[src/sv/rwt_pkg.sv]
// Shared types, command codes and helpers for the retransmit window table.
`timescale 1ns / 1ps

package rwt_pkg;

	localparam int SLOTS_DEF  = 8;
	localparam int WINDOW_DEF = 15;
	localparam int QDEPTH     = 2;

	localparam logic [7:0] SEQ_INIT = 8'h80;
	localparam logic [7:0] SEQ_ONE  = 8'h01;

	// command codes on the input word
	localparam logic [3:0] CMD_ALLOC   = 4'd0;
	localparam logic [3:0] CMD_SENT    = 4'd1;
	localparam logic [3:0] CMD_RESEND  = 4'd2;
	localparam logic [3:0] CMD_RESALL  = 4'd3;
	localparam logic [3:0] CMD_TAKE    = 4'd4;
	localparam logic [3:0] CMD_FIND    = 4'd5;
	localparam logic [3:0] CMD_NEXT    = 4'd6;
	localparam logic [3:0] CMD_REMOVE  = 4'd7;
	localparam logic [3:0] CMD_START   = 4'd8;

	typedef enum logic [3:0] {
		OP_ALLOC, OP_SENT, OP_RESEND, OP_RESALL, OP_TAKE,
		OP_FIND, OP_NEXT, OP_REMOVE, OP_START, OP_NOP
	} op_t;

	typedef struct packed {
		op_t        op;
		logic [7:0] sn;
	} qword_t;

	typedef struct packed {
		logic full;
		logic empty;
	} qstat_t;

	typedef enum logic [2:0] {
		ST_IDLE, ST_EXEC, ST_PREC, ST_EARL, ST_PICK, ST_DONE
	} state_t;

	// next sequence number: 1..127 wraps to 1, 255 rolls to 0
	function automatic logic [7:0] succ(input logic [7:0] n);
		logic [7:0] x;
		x = n + 8'd1;
		succ = x[7] ? SEQ_ONE : x;
	endfunction

endpackage

[src/sv/rwt_queue.sv]
// Short command queue between the decode front and the execution engine.
`timescale 1ns / 1ps

module rwt_queue
	import rwt_pkg::*;
(
	input  logic   clk,
	input  logic   arst_n,
	input  logic   push,
	input  qword_t wdata,
	input  logic   pop,
	output qword_t rdata,
	output qstat_t stat
);

	localparam int PW = $clog2(QDEPTH);

	qword_t          mem_q [QDEPTH];
	logic [PW-1:0]   wr_q;
	logic [PW-1:0]   rd_q;
	logic [PW:0]     cnt_q;

	assign stat.full  = (cnt_q == (PW+1)'(QDEPTH));
	assign stat.empty = (cnt_q == '0);
	assign rdata      = mem_q[rd_q];

	// store incoming words
	always_ff @(posedge clk) begin
		if (push) begin
			mem_q[wr_q] <= wdata;
		end
	end

	// advance pointers and fill count
	always_ff @(posedge clk or negedge arst_n) begin
		if (!arst_n) begin
			wr_q  <= '0;
			rd_q  <= '0;
			cnt_q <= '0;
		end else begin
			if (push) begin
				wr_q <= (wr_q == PW'(QDEPTH-1)) ? '0 : wr_q + PW'(1);
			end
			if (pop) begin
				rd_q <= (rd_q == PW'(QDEPTH-1)) ? '0 : rd_q + PW'(1);
			end
			cnt_q <= cnt_q + (PW+1)'(push) - (PW+1)'(pop);
		end
	end

endmodule

[src/sv/rwt_engine.sv]
// Execution engine: slot table, window scans and the result register.
`timescale 1ns / 1ps

module rwt_engine
	import rwt_pkg::*;
#(
	parameter int SLOTS  = SLOTS_DEF,
	parameter int WINDOW = WINDOW_DEF
) (
	input  logic        clk,
	input  logic        arst_n,
	input  qword_t      qdata,
	input  qstat_t      qstat,
	output logic        qpop,
	output logic        m_axis_tvalid,
	input  logic        m_axis_tready,
	output logic [15:0] m_axis_tdata   // found, slot[2:0], seq_out[7:0], zero pad
);

	localparam int IW = $clog2(SLOTS);
	localparam int SW = $clog2(WINDOW + 1);

	state_t            state_q, state_d;
	logic [SLOTS-1:0]  live_q, pend_q;
	logic [7:0]        seq_q [SLOTS];
	logic [7:0]        run_q [SLOTS];
	logic [7:0]        earliest_q, n_q, cur_sn_q;
	logic              started_q;
	op_t               cur_op_q;
	logic [SW-1:0]     step_q;
	logic              hit_q;
	logic [IW-1:0]     hit_idx_q;
	logic              out_found_q;
	logic [2:0]        out_slot_q;
	logic [7:0]        out_seq_q;
	logic              out_valid_q;

	logic [SLOTS-1:0]  eqs, eqn, free_v, take_v, pick_v;
	logic              last_step, enter_earl, out_go;
	logic [7:0]        scan_start;

	function automatic logic [IW-1:0] first_idx(input logic [SLOTS-1:0] v);
		logic got;
		first_idx = '0;
		got = 1'b0;
		for (int i = 0; i < SLOTS; i++) begin
			if (v[i] && !got) begin
				first_idx = IW'(i);
				got = 1'b1;
			end
		end
	endfunction

	// per-slot number compares
	always_comb begin
		for (int i = 0; i < SLOTS; i++) begin
			eqs[i] = live_q[i] && (seq_q[i] == cur_sn_q);
			eqn[i] = live_q[i] && (seq_q[i] == n_q);
		end
	end

	assign free_v     = ~live_q;
	assign take_v     = live_q & pend_q;
	assign pick_v     = eqn & pend_q;
	assign last_step  = (step_q == SW'(WINDOW - 1));
	assign scan_start = started_q ? earliest_q : SEQ_INIT;
	assign out_go     = !out_valid_q || m_axis_tready;
	assign enter_earl = ((state_q == ST_EXEC) && (cur_op_q == OP_NEXT)) ||
		((state_q == ST_PREC) && last_step);

	// next state
	always_comb begin
		state_d = state_q;
		qpop    = 1'b0;
		unique case (state_q)
			ST_IDLE: begin
				if (!qstat.empty) begin
					qpop    = 1'b1;
					state_d = ST_EXEC;
				end
			end
			ST_EXEC: begin
				if (cur_op_q == OP_NEXT) begin
					state_d = ST_EARL;
				end else if ((cur_op_q == OP_REMOVE) && (|eqs)) begin
					state_d = ST_PREC;
				end else begin
					state_d = ST_DONE;
				end
			end
			ST_PREC: begin
				if (last_step) state_d = ST_EARL;
			end
			ST_EARL: begin
				if ((|eqn) || last_step) begin
					state_d = (cur_op_q == OP_NEXT) ? ST_PICK : ST_DONE;
				end
			end
			ST_PICK: begin
				if ((|pick_v) || last_step) state_d = ST_DONE;
			end
			ST_DONE: begin
				if (out_go) state_d = ST_IDLE;
			end
			default: state_d = ST_IDLE;
		endcase
	end

	// control state
	always_ff @(posedge clk or negedge arst_n) begin
		if (!arst_n) begin
			state_q     <= ST_IDLE;
			live_q      <= '0;
			pend_q      <= '0;
			earliest_q  <= SEQ_INIT;
			started_q   <= 1'b0;
			step_q      <= '0;
			out_valid_q <= 1'b0;
		end else begin
			state_q <= state_d;
			if (state_q == ST_EXEC) begin
				case (cur_op_q)
					OP_ALLOC: begin
						if (|free_v) begin
							live_q[first_idx(free_v)] <= 1'b1;
							pend_q[first_idx(free_v)] <= 1'b1;
						end
					end
					OP_SENT:   pend_q <= pend_q & ~eqs;
					OP_RESEND: pend_q <= pend_q | eqs;
					OP_RESALL: pend_q <= pend_q | live_q;
					OP_TAKE: begin
						if (|take_v) pend_q[first_idx(take_v)] <= 1'b0;
					end
					OP_REMOVE: begin
						live_q <= live_q & ~eqs;
						pend_q <= pend_q & ~eqs;
					end
					OP_START: begin
						started_q  <= 1'b1;
						earliest_q <= SEQ_ONE;
					end
					default: ;
				endcase
			end
			// mark live slots whose number lies within the window before the removed number
			if (state_q == ST_PREC) begin
				for (int i = 0; i < SLOTS; i++) begin
					if (live_q[i] && (succ(run_q[i]) == cur_sn_q)) pend_q[i] <= 1'b1;
				end
			end
			if (enter_earl && !started_q) earliest_q <= SEQ_INIT;
			if ((state_q == ST_EARL) && (|eqn)) earliest_q <= n_q;
			// window step counter
			if (enter_earl || (state_q == ST_EXEC) ||
				((state_q == ST_EARL) && (state_d == ST_PICK))) begin
				step_q <= '0;
			end else if ((state_q == ST_PREC) || (state_q == ST_EARL) ||
				(state_q == ST_PICK)) begin
				step_q <= step_q + SW'(1);
			end
			// result register handshake
			if ((state_q == ST_DONE) && out_go) begin
				out_valid_q <= 1'b1;
			end else if (m_axis_tready) begin
				out_valid_q <= 1'b0;
			end
		end
	end

	// payload registers
	always_ff @(posedge clk) begin
		case (state_q)
			ST_IDLE: begin
				cur_op_q <= qdata.op;
				cur_sn_q <= qdata.sn;
				hit_q    <= 1'b0;
			end
			ST_EXEC: begin
				case (cur_op_q)
					OP_ALLOC: begin
						if (|free_v) begin
							seq_q[first_idx(free_v)] <= cur_sn_q;
							hit_q     <= 1'b1;
							hit_idx_q <= first_idx(free_v);
						end
					end
					OP_TAKE: begin
						hit_q     <= |take_v;
						hit_idx_q <= first_idx(take_v);
					end
					OP_FIND, OP_REMOVE: begin
						hit_q     <= |eqs;
						hit_idx_q <= first_idx(eqs);
					end
					default: ;
				endcase
				for (int i = 0; i < SLOTS; i++) run_q[i] <= seq_q[i];
				n_q <= scan_start;
			end
			ST_PREC: begin
				for (int i = 0; i < SLOTS; i++) run_q[i] <= succ(run_q[i]);
				n_q <= scan_start;
			end
			ST_EARL: begin
				if (|eqn) begin
					n_q <= n_q;
				end else if (last_step) begin
					n_q <= earliest_q;
				end else begin
					n_q <= succ(n_q);
				end
			end
			ST_PICK: begin
				if (|pick_v) begin
					hit_q     <= 1'b1;
					hit_idx_q <= first_idx(pick_v);
				end
				n_q <= succ(n_q);
			end
			ST_DONE: begin
				if (out_go) begin
					out_found_q <= hit_q;
					out_slot_q  <= hit_q ? 3'(hit_idx_q) : 3'd0;
					out_seq_q   <= hit_q ? seq_q[hit_idx_q] : 8'd0;
				end
			end
			default: ;
		endcase
	end

	assign m_axis_tvalid = out_valid_q;
	assign m_axis_tdata  = {4'd0, out_seq_q, out_slot_q, out_found_q};

endmodule

[src/sv/retransmit_window_table.sv]
// Top level: command decode front, queue and execution engine.
`timescale 1ns / 1ps

// Sender-side retransmit table for a sequence-numbered link. Each input word
// carries a command and a sequence number and gives exactly one result word.
// Words enter a two-entry queue; the engine then takes one command at a
// time. Simple commands pass through the dequeue, execute and result states
// in the engine. "next" adds the one-number-per-cycle window scan, and
// "remove" (on a hit) adds the per-slot stepping of the before-removed check
// and then the window scan. No clearing pass is needed.
module retransmit_window_table
	import rwt_pkg::*;
#(
	parameter int SLOTS  = SLOTS_DEF,
	parameter int WINDOW = WINDOW_DEF
) (
	input  logic        clk,
	input  logic        arst_n,
	input  logic        s_axis_tvalid,
	output logic        s_axis_tready,
	input  logic [15:0] s_axis_tdata,   // cmd[3:0], seq_number[7:0], zero pad
	output logic        m_axis_tvalid,
	input  logic        m_axis_tready,
	output logic [15:0] m_axis_tdata    // found, slot[2:0], seq_out[7:0], zero pad
);

	qword_t wword, qdata;
	qstat_t qstat;
	logic   push, qpop;

	// classify the incoming command
	always_comb begin
		wword.sn = s_axis_tdata[11:4];
		unique case (s_axis_tdata[3:0])
			CMD_ALLOC:  wword.op = OP_ALLOC;
			CMD_SENT:   wword.op = OP_SENT;
			CMD_RESEND: wword.op = OP_RESEND;
			CMD_RESALL: wword.op = OP_RESALL;
			CMD_TAKE:   wword.op = OP_TAKE;
			CMD_FIND:   wword.op = OP_FIND;
			CMD_NEXT:   wword.op = OP_NEXT;
			CMD_REMOVE: wword.op = OP_REMOVE;
			CMD_START:  wword.op = OP_START;
			default:    wword.op = OP_NOP;
		endcase
	end

	assign s_axis_tready = !qstat.full;
	assign push          = s_axis_tvalid && s_axis_tready;

	rwt_queue u_queue (
		.clk    (clk),
		.arst_n (arst_n),
		.push   (push),
		.wdata  (wword),
		.pop    (qpop),
		.rdata  (qdata),
		.stat   (qstat)
	);

	rwt_engine #(
		.SLOTS  (SLOTS),
		.WINDOW (WINDOW)
	) u_engine (
		.clk           (clk),
		.arst_n        (arst_n),
		.qdata         (qdata),
		.qstat         (qstat),
		.qpop          (qpop),
		.m_axis_tvalid (m_axis_tvalid),
		.m_axis_tready (m_axis_tready),
		.m_axis_tdata  (m_axis_tdata)
	);

	// an empty result carries zero slot and number
	a_miss_zero: assert property (@(posedge clk) disable iff (!arst_n)
		(m_axis_tvalid && !m_axis_tdata[0]) |-> (m_axis_tdata[15:1] == 15'd0))
		else $error("miss result with nonzero fields");

	// a full queue blocks the input
	a_full_stall: assert property (@(posedge clk) disable iff (!arst_n)
		qstat.full |-> !s_axis_tready)
		else $error("input accepted while queue full");

	// an accepted word lands in the queue
	a_push_fill: assert property (@(posedge clk) disable iff (!arst_n)
		(push && qstat.empty) |=> !qstat.empty)
		else $error("accepted word lost");

endmodule

[config.mk]
export PLATFORM = sky130hd
export DESIGN_NAME = retransmit_window_table
export DESIGN_NICKNAME = d
export VERILOG_FILES = /design/src/sv/rwt_pkg.sv /design/src/sv/rwt_queue.sv /design/src/sv/rwt_engine.sv /design/src/sv/retransmit_window_table.sv
export SDC_FILE = /design/constraint.sdc
export NUM_CORES = 1
export LEC_CHECK = 0
export ABC_CLOCK_PERIOD_IN_PS = 5700
export BUFFER_PORTS_ARGS = -buffer_cell sky130_fd_sc_hd__buf_4
export CORE_MARGIN = 1
export CORE_UTILIZATION = 52
export CTS_BUF_LIST = sky130_fd_sc_hd__clkbuf_8 sky130_fd_sc_hd__clkbuf_16
export DETAILED_ROUTE_END_ITERATION = 8
export PLACE_DENSITY = 0.68
export SLEW_MARGIN = 20
export SYNTH_ARGS = -nofsm -noshare
export SYNTH_HDL_FRONTEND = slang
export SYNTH_SLANG_ARGS = --single-unit
[constraint.sdc]
create_clock -name clk -period 5.7 [get_ports clk]
set_input_delay 0 -clock clk [delete_from_list [all_inputs] [get_ports clk]]
set_output_delay 0 -clock clk [all_outputs]
set_load 0.01 [all_outputs]
Word-level counts from Yosys, hierarchy flattened
Memory sizes are Yosys's and may differ from the RTL's. A register that Yosys moved wholly into a read port is not among the register bits.
Index checks and enable logic that the tools add are counted.
W data, S select, Z words.

operators by class
  bitwise gates (word level) = 20
  order comparisons = 4
  reductions and logical operators = 142
  muxes and demuxes = 237
  eq/ne operators = 45
  add/sub/neg operators = 14

operator list
  operator               number
  $eq A8 B8 Y1           20
  $mux W8                20
  $mux W1                152
  $mux W3                36
  $add A8 B1 Y8 const B  9
  $logic_and A1 B1 Y1    69
  $mux W7                9
  $and A8 B8 Y8          5
  $pmux W8 S5            1
  $reduce_or A8 Y1       5
  $logic_not A1 Y1       39
  $eq A7 B8 Y1           4
  $or A8 B8 Y8           4
  $not A8 Y8             3
  $pmux W8 S3            1
  $pmux W3 S6            1
  $eq A4 B3 Y1 const B   4
  $mux W2                8
  $pmux W8 S2            1
  $reduce_bool A3 Y1     4
  $eq A3 B3 Y1 const B   3
  $pmux W3 S3            1
  $eq A4 B2 Y1 const B   2
  $eq A4 B4 Y1 const B   2
  28 further kinds       59

word-level totals
  memories kept = 4
  output and inout bits = 18
  register bits after elaboration = 53
  bits of input ports = 20
  RAM bits = 152
  bits in read-only memories = 64

memories
  name             depth  bits a word  read ports  clocked after memory_dff  wr ports  RTL line                       text
  (no name shown)  16     4            1           0                         0         retransmit_window_table.sv:34  unique case (s_axis_tdata[3:0])
  u_engine.run_q   8      8            8           0                         8         rwt_engine.sv:26               logic [7:0] run_q [SLOTS];
  u_engine.seq_q   8      8            9           1                         1         rwt_engine.sv:25               logic [7:0] seq_q [SLOTS];
  u_queue.mem_q    2      12           1           1                         1         rwt_queue.sv:18                qword_t mem_q [QDEPTH];

Longest topological paths before layout
Gate-level depths: netlist of the first run.

  depth in word-level cells = 58
  mapped depth = 9
  gate-level depth less buffers = 8

Cells and area by module
From an unflattened synthesis of the first run, not the netlist that was laid out.

second synthesis, totals
  cells, all modules = 1,315
  area total of the unflattened synthesis = 13,802.0 µm²

modules (own cells, without submodules)
  module                   instances  area each (µm²)  cells an instance  sequential area each (µm²)
  rwt_engine               1          12,670.9         1,257              5,701.7
  rwt_queue                1          1,097.3          52                 820.8
  retransmit_window_table  1          33.8             6                  0.0

Least setup slack after synthesis of the first run
No wires, ideal clock.

  kind = reg-to-reg
  from = reg u_engine.state_q[2]
  to = mem u_engine.run_q[0][0], enable pin
  data required time = 5.045 ns
  cell stages (with the launch flop) = 6
  clock period less this slack = 3.066 ns
  arrival = 2.410 ns
  setup slack = 2.634 ns
  setup time = 0.655 ns
  path through = dfrtp_1 clkbuf_1 nand2b_1 clkbuf_1 clkbuf_1 nand2_1

RTL lines
  what                    RTL line           text
  from (decl)             rwt_engine.sv:23   state_t state_q, state_d;
  from (signal assigned)  rwt_engine.sv:120  state_q <= state_d;
  to (decl)               rwt_engine.sv:26

Worst setup path in the final report of the first run
  from = reg u_engine.state_q[2]
  to = reg u_engine.pend_q[4]

on the way
  longest elaborated chain between the ends = 4

ends and longest elaborated chain
  what                  RTL line           text
  $eq A3 B1 Y1          rwt_engine.sv:121  if (state_q == ST_EXEC) begin
  $mux W8               rwt_engine.sv:121
  $mux W1               rwt_engine.sv:149  if (live_q[i] && (succ(run_q[i]) == cur_sn_q)) pend_q[i] <= 1'b1;
  $mux W8 (*)           rwt_engine.sv:147  if (state_q == ST_PREC) begin
  to (signal assigned)  rwt_engine.sv:129  OP_SENT: pend_q <= pend_q & ~eqs;
  to (signal assigned)  rwt_engine.sv:130  OP_RESEND: pend_q <= pend_q | eqs;
  to (signal assigned)  rwt_engine.sv:131  OP_RESALL: pend_q <= pend_q | live_q;
  to (decl)             rwt_engine.sv:24   logic [SLOTS-1:0] live_q, pend_q;

Every way passes the cells marked *; elsewhere a longest branch is shown, timed or not.
A chain may end at the register's enable or synchronous reset.

==> results of run 1 <==
[layer usage]
metal  share of wire  up-vias  global-route usage
li1                -     4782                   -
met1            0.41     5215               0.402
met2            0.46      581               0.466
met3            0.10       96              0.0543
met4           0.029        0              0.0947
met5               0        -                   0
[flip-flops by register name, summed over array words and instances, names as in the netlist, 2 cells and up]
register and cells:
u_engine.out_seq_q 8, u_engine.pend_q 8, u_engine.state_q 3, u_engine.seq_q 64, u_queue.mem_q 24, u_engine.n_q 8
u_engine.earliest_q 8, u_engine.cur_sn_q 8, u_engine.hit_idx_q 3, u_engine.cur_op_q 4, u_engine.run_q 64, u_engine.step_q 4
u_engine.live_q 8, u_queue.cnt_q 2, u_engine.out_slot_q 3
[report_power, final]
| group | leakage (uW) | switching (uW) | internal [uW] |
|---|---|---|---|
| sequential | 0.00224 | 754 | 2460 |
| clock | 0.000424 | 689 | 1040 |
| combinational | 0.00277 | 1850 | 1260 |
| total | 0.00544 | 3290 | 4760 |
[area by class of cell]
cell class,instances,area (um^2),share of cell area
sequential,225,6520,0.432
multi-input combinational,976,6670,0.442
inverter,32,120,0.00796
tap,330,413,0.0274
clock buffer,26,639,0.0424
timing repair buffer,58,480,0.0319
clock inverter,20,239,0.0158
[worst register-to-register path, delay by kind of cell, from the launching register on]
kind            cells  cell delay [ns]
flops               1             0.52
simple gates        5             2.39
compound gates      1             0.25
[worst paths after layout]
path,end,from
max,u_engine.pend_q[4]$_DFF_PN0_,u_engine.state_q[2]$_DFF_PN0_
min in group asynchronous,u_engine.earliest_q[6]$_DFFE_PN0P_,arst_n
max in group asynchronous,u_engine.started_q$_DFFE_PN0P_,arst_n
min reg2reg,u_queue.wr_q$_DFFE_PN0P_,u_queue.wr_q$_DFFE_PN0P_
min,u_queue.mem_q[1][4]$_DFFE_PP_,s_axis_tdata[8]
max reg2reg,u_engine.pend_q[4]$_DFF_PN0_,u_engine.state_q[2]$_DFF_PN0_
[kinds of logic (layout without fill, tap and decap cells)]
group	count (synthesis)	after routing	share of synthesized area
AOI/OAI and AO/OA	252	252	0.124
xor gates and xnor gates	228	228	0.148
adders and majority gates	13	13	0.0119
buffers and inverters	101	136	0.0358
DFF	225	225	0.478
muxes	37	37	0.0430
other	1	4	0.000275
and+or+nand+nor	442	442	0.159
[layout by cell type (no fill, tap or decap), types with 10 or more instances in the layout]
master	n
o32ai_1	14
a21o_1	12
edfxtp_1	183
a22oi_1	15
nor2b_1	17
inv_1	33
xor2_1	126
a21oi_1	41
buf_4	40
a32o_1	11
nor2_1	81
nand2_1	144
mux2_2	13
and3_1	10
mux4_2	16
dlygate4sd3_1	18
clkbuf_16	25
and2_1	13
xnor2_1	99
nor3_1	18
ha_1	13
dfrtp_1	36
nand2b_1	11
o21ai_0	69
nand3_1	64
a22o_1	14
nor4_1	20
nand4_1	26
[synthesized netlist by cell type (4+ instances only)]
cell type | count | area [um^2]
buf_4 | 17 | 128
xnor2_1 | 99 | 867
a22o_1 | 14 | 123
nor4_1 | 20 | 125
buf_6 | 4 | 45.0
mux4_2 | 16 | 360
mux2i_1 | 8 | 80.1
inv_1 | 32 | 120
buf_2 | 13 | 65.1
a21oi_1 | 41 | 205
nor2_1 | 83 | 312
xor2_1 | 126 | 1100
nand4_1 | 26 | 163
clkbuf_1 | 31 | 116
a211oi_1 | 4 | 30.0
and3_1 | 10 | 62.6
or3_1 | 8 | 50.1
o21ai_1 | 6 | 30.0
o211ai_1 | 9 | 67.6
nor2b_1 | 17 | 106
mux2_2 | 13 | 146
nand2b_1 | 11 | 68.8
dfxtp_1 | 5 | 100
a21o_1 | 12 | 90.1
a31oi_1 | 8 | 50.1
dfrtp_1 | 36 | 901
ha_1 | 13 | 163
a22oi_1 | 15 | 113
a32o_1 | 11 | 110
nor3_1 | 19 | 95.1
o32ai_1 | 14 | 123
o22ai_1 | 8 | 50.1
and2_1 | 13 | 81.3
o21ai_0 | 69 | 345
edfxtp_1 | 183 | 5500
nand2_1 | 145 | 544
buf_1 | 4 | 15.0
nand3_1 | 64 | 320
o31ai_1 | 8 | 60.1
[stage by stage]
step	cell area, um^2	worst slack, ns	hold WS, ns	utilization	total power (uW)
2_1_floorplan	13700	2.63	-0.296	-	5390
3_3_place_gp	14000	2.63	0.0292	0.550	6180
3_5_place_dp	14000	2.53	0.0269	0.550	6280
4_1_cts	15100	2.50	0.173	0.592	8030
5_1_grt	15100	2.27	0.182	0.592	8500
6_report	15100	2.47	0.189	0.592	8050
[repair_timing]
action                    CTS  global route
gates resized for setup     0             0
hold endpoints to repair   65             0
hold buffers               18             0
==> results.cfg, run 1 <==
[detailed_routing]
wirelength_um = 38600
vias = 10700
ant_nets = 0
drtIter0Drc = 1275
dr.pass1.iters = 5
drc = 0
wl_per_cell_um = 23.1
viasPerCell = 6.40

[die]
rows = 58
die_height_um = 164
coreArea_um2 = 25500
pin_count = 38
die_w_um = 164
dieArea_um2 = 26900
initial_core_util = 0.536

[placed_design]
dp_hpwl_um = 27200
io_buffers = 29
gp_congestion = 0.978
dp.cells = 1603

[setup_path]
crit_type = reg -> reg
worstPathRequired_ns = 6.16
arrival_ns = 3.69
cp_top_family = simple AND/OR/NAND/NOR gates
end_kind = register
crit_chain = nand2b_2, or2_1, nor2_2, nand2_1, nor4_1, a221o_1
cp_max_fo = 19
critPathBufInv = 0
ff2ff_setup_slack_ns = 2.47
worst_setup_path_start_kind = register
slowest_delay_ns = 0.71
critical-path-slowest-cell = nor2_2
cp.depth = 6
ff2ff_path_depth = 6

[outcome]
status = finished, final reports clean

[sta]
fin_skew_ns = 0.0155
period_share = 0.566
max_freq_ghz = 0.310
finalCriticalPeriod_ns = 3.23
slew_violations = 0
timing.slew.headroom = 0.288
timing.setup.tns_ns = 0
tightest_slew_ns = 1.07
rsz0062_at_grt = no
hold_viol = 0
setup_viol = 0

[finish]
nets = 1351
layout-drive-gt1-share = 0.102
diodes = 0
area_delta_synth_final_pct = 10.5
stdcell_count = 1667
nFillCells = 2103

[clock_tree]
clk_path_buf_depth = 3
clock_sinks = 225
numCtsBuffers = 25
cts_max_level = 1
cts_tree = done
cts_setup_buffers = 0
cts.clk_slew.worst_paths_ns = 0.06
clock_latency_ns = 0.54
root_buffer = clkbuf_16

[logic_synthesis]
syn_area_per_cell_um2 = 10.5
yosys_warnings = 0
synth-seq-cells = 225
yosysSeqAreaShare = 0.478
netlist_area_um2 = 13600
ys_types = 89
synth_edf_count = 183
synth_async_sr_flop_share = 0.164
synth_top_flop_cell = edfxtp_1
synth_cells = 1299

[power_and_ir_drop]
p_per_area_nw_per_um2 = 534
ir_worst_vdd_mv = 0.358
p_leak_uw = 0.00544

[min_path]
hold_path_class = in -> reg
hold_path_depth = 2

[global_routing]
antenna_found_initial = 0
overflow = 0
grt_pass1_vias = 10100
grt.total_usage = 0.292
grt_pass1_wl_um = 59200
grt_max_degree = 64

[run]
max_cap_viol_count = 0
Note: power is estimated with default switching activity, not from simulation.
==> run 2: changes to the inputs <==
--- a/config.mk
+++ b/config.mk
@@ -5,7 +5,7 @@
 export SDC_FILE = /design/constraint.sdc
 export NUM_CORES = 1
 export LEC_CHECK = 0
-export ABC_CLOCK_PERIOD_IN_PS = 5700
+export ABC_CLOCK_PERIOD_IN_PS = 3300
 export BUFFER_PORTS_ARGS = -buffer_cell sky130_fd_sc_hd__buf_4
 export CORE_MARGIN = 1
 export CORE_UTILIZATION = 52
==> constraint.sdc (replaced) <==
create_clock -name clk -period 3.3 [get_ports clk]
set_input_delay 0 -clock clk [delete_from_list [all_inputs] [get_ports clk]]
set_output_delay 0 -clock clk [all_outputs]
set_load 0.01 [all_outputs]
==> results.cfg, run 2 (synthesis gave the netlist of run 1 again) <==
[sta]
max_freq_ghz = 0.343
setup_viol = 0
setup_ws_ns = 0.387
tightest_slew_ns = 0.996
fin_skew_ns = 0.0165
timing.setup.tns_ns = 0
hold_viol = 13
period_share = 0.883
rsz0062_at_grt = no
timing.slew.headroom = 0.334
slew_violations = 0
finalCriticalPeriod_ns = 2.91
holdWs_ns = -0.00476

[clock_tree]
root_buffer = clkbuf_16
cts.clk_slew.worst_paths_ns = 0.07
numCtsBuffers = 25
clock_latency_ns = 0.53
cts_max_level = 1
cts_setup_buffers = 0
clk_path_buf_depth = 3
clock_sinks = 225
cts_tree = done

[finish]
final_cell_mix = edfxtp_1, nand2_1, xor2_1, xnor2_1, buf_4
diodes = 0
final_common_cell = edfxtp_1
layout-drive-gt1-share = 0.130
reg_top3 = u_engine.run_q: 64 flops, u_engine.seq_q: 64 flops, u_queue.mem_q: 24 flops
area_delta_synth_final_pct = 13.1
nets = 1399
stdcell_count = 1714

[setup_path]
crit_type = reg -> reg
worstPathRequired_ns = 3.47
arrival_ns = 3.08
worst_setup_path_start_kind = register
end_kind = register
ff2ff_path_depth = 6
cp_max_fo = 9

[run]
max_cap_viol_count = 0

[outcome]
status = finished with violations
violations = negative hold slack

[die]
dieArea_um2 = 26900
pin_count = 38
die_w_um = 164
initial_core_util = 0.536
die_height_um = 164
coreArea_um2 = 25500
rows = 58

[detailed_routing]
drtIter0Drc = 1059
wirelength_um = 39900
vias = 10800
drc = 0
ant_nets = 0
wl_per_cell_um = 23.3
viasPerCell = 6.33
dr.pass1.iters = 5

[min_path]
hold_path_class = in -> async

[placed_design]
pre_cts_ws_ns = 0.472
dp_hpwl_um = 29100
dp.cells = 1653
io_buffers = 29
gp_congestion = 1.01

[global_routing]
grt_max_degree = 52
antenna_found_initial = 0
overflow = 0
grt.total_usage = 0.302
grt_pass1_wl_um = 60900
grt_pass1_vias = 10200

[power_and_ir_drop]
ir_worst_vdd_mv = 0.641
p_leak_uw = 0.00569
p_per_area_nw_per_um2 = 920
p_total_uw = 14200
[run 2: cell types whose count changed in the layout (fill, tap and decap cells not counted), moves of 2 or more]
| cell | previous run | this run |
|---|---|---|
| inv_1 | 33 | 37 |
| buf_4 | 40 | 89 |
| clkinv_2 | 4 | 1 |
| dlygate4sd3_1 | 18 | 16 |
| clkinvlp_4 | 4 | 2 |
[run 2: through the flow]
step / utilization / area, um^2
floorplan: - / 13700
global placement: 0.566 / 14400
detailed placement: 0.566 / 14400
CTS: 0.606 / 15400
global route: 0.606 / 15400
finish: 0.606 / 15400
[run 2: area by class of cell]
class	count	area, um^2
clock buffers	27	653
clock inverters	18	208
multi-input cells	976	6670
flip-flops and latches	225	6520
inverters	32	120
fillers	2120	10000
well taps	330	413
repair buffers	106	848
[run 2: worst max-delay path, stage by stage (launching register included)]
cell      delay [ns]
edfxtp_1        0.83
xor2_1          0.15
nor4_1          0.59
and4_1          0.37
nor3_1          0.11
a211o_1         0.29
o21ai_0         0.21
[run 2: worst paths after layout]
kind,startpoint,to,slack (ns)
min reg2reg,u_engine.run_q[1][7]$_SDFFE_PP0P_,u_engine.run_q[1][7]$_SDFFE_PP0P_,0.49
min in group clk,s_axis_tdata[4],u_queue.mem_q[1][0]$_DFFE_PP_,0.20
max,u_engine.n_q[0]$_DFFE_PP_,u_engine.hit_idx_q[2]$_DFFE_PP_,0.39
max reg2reg,u_engine.n_q[0]$_DFFE_PP_,u_engine.hit_idx_q[2]$_DFFE_PP_,0.39
min,arst_n,u_engine.earliest_q[3]$_DFFE_PN0P_,-0.005
max in group asynchronous,arst_n,u_engine.pend_q[5]$_DFF_PN0_,2.93
[run 2: metal layers]
layer | GRT usage | routed length (um)
met1 | 0.413 | 16500
met3 | 0.0520 | 3490
met2 | 0.490 | 18700
met4 | 0.0972 | 1220
met5 | 0 | 0
[run 2: what timing repair did]
item	CTS	global route
hold buffers	16	0
endpoints found under the hold margin	65	0
resized for setup	0	0
[run 2: where the power goes]
part / internal, uW / switching, uW / leakage, uW / total, uW
combinational: 2430 / 3260 / 0.00301 / 5690
clock: 1800 / 1150 / 0.000432 / 2950
sequential: 4240 / 1310 / 0.00224 / 5550
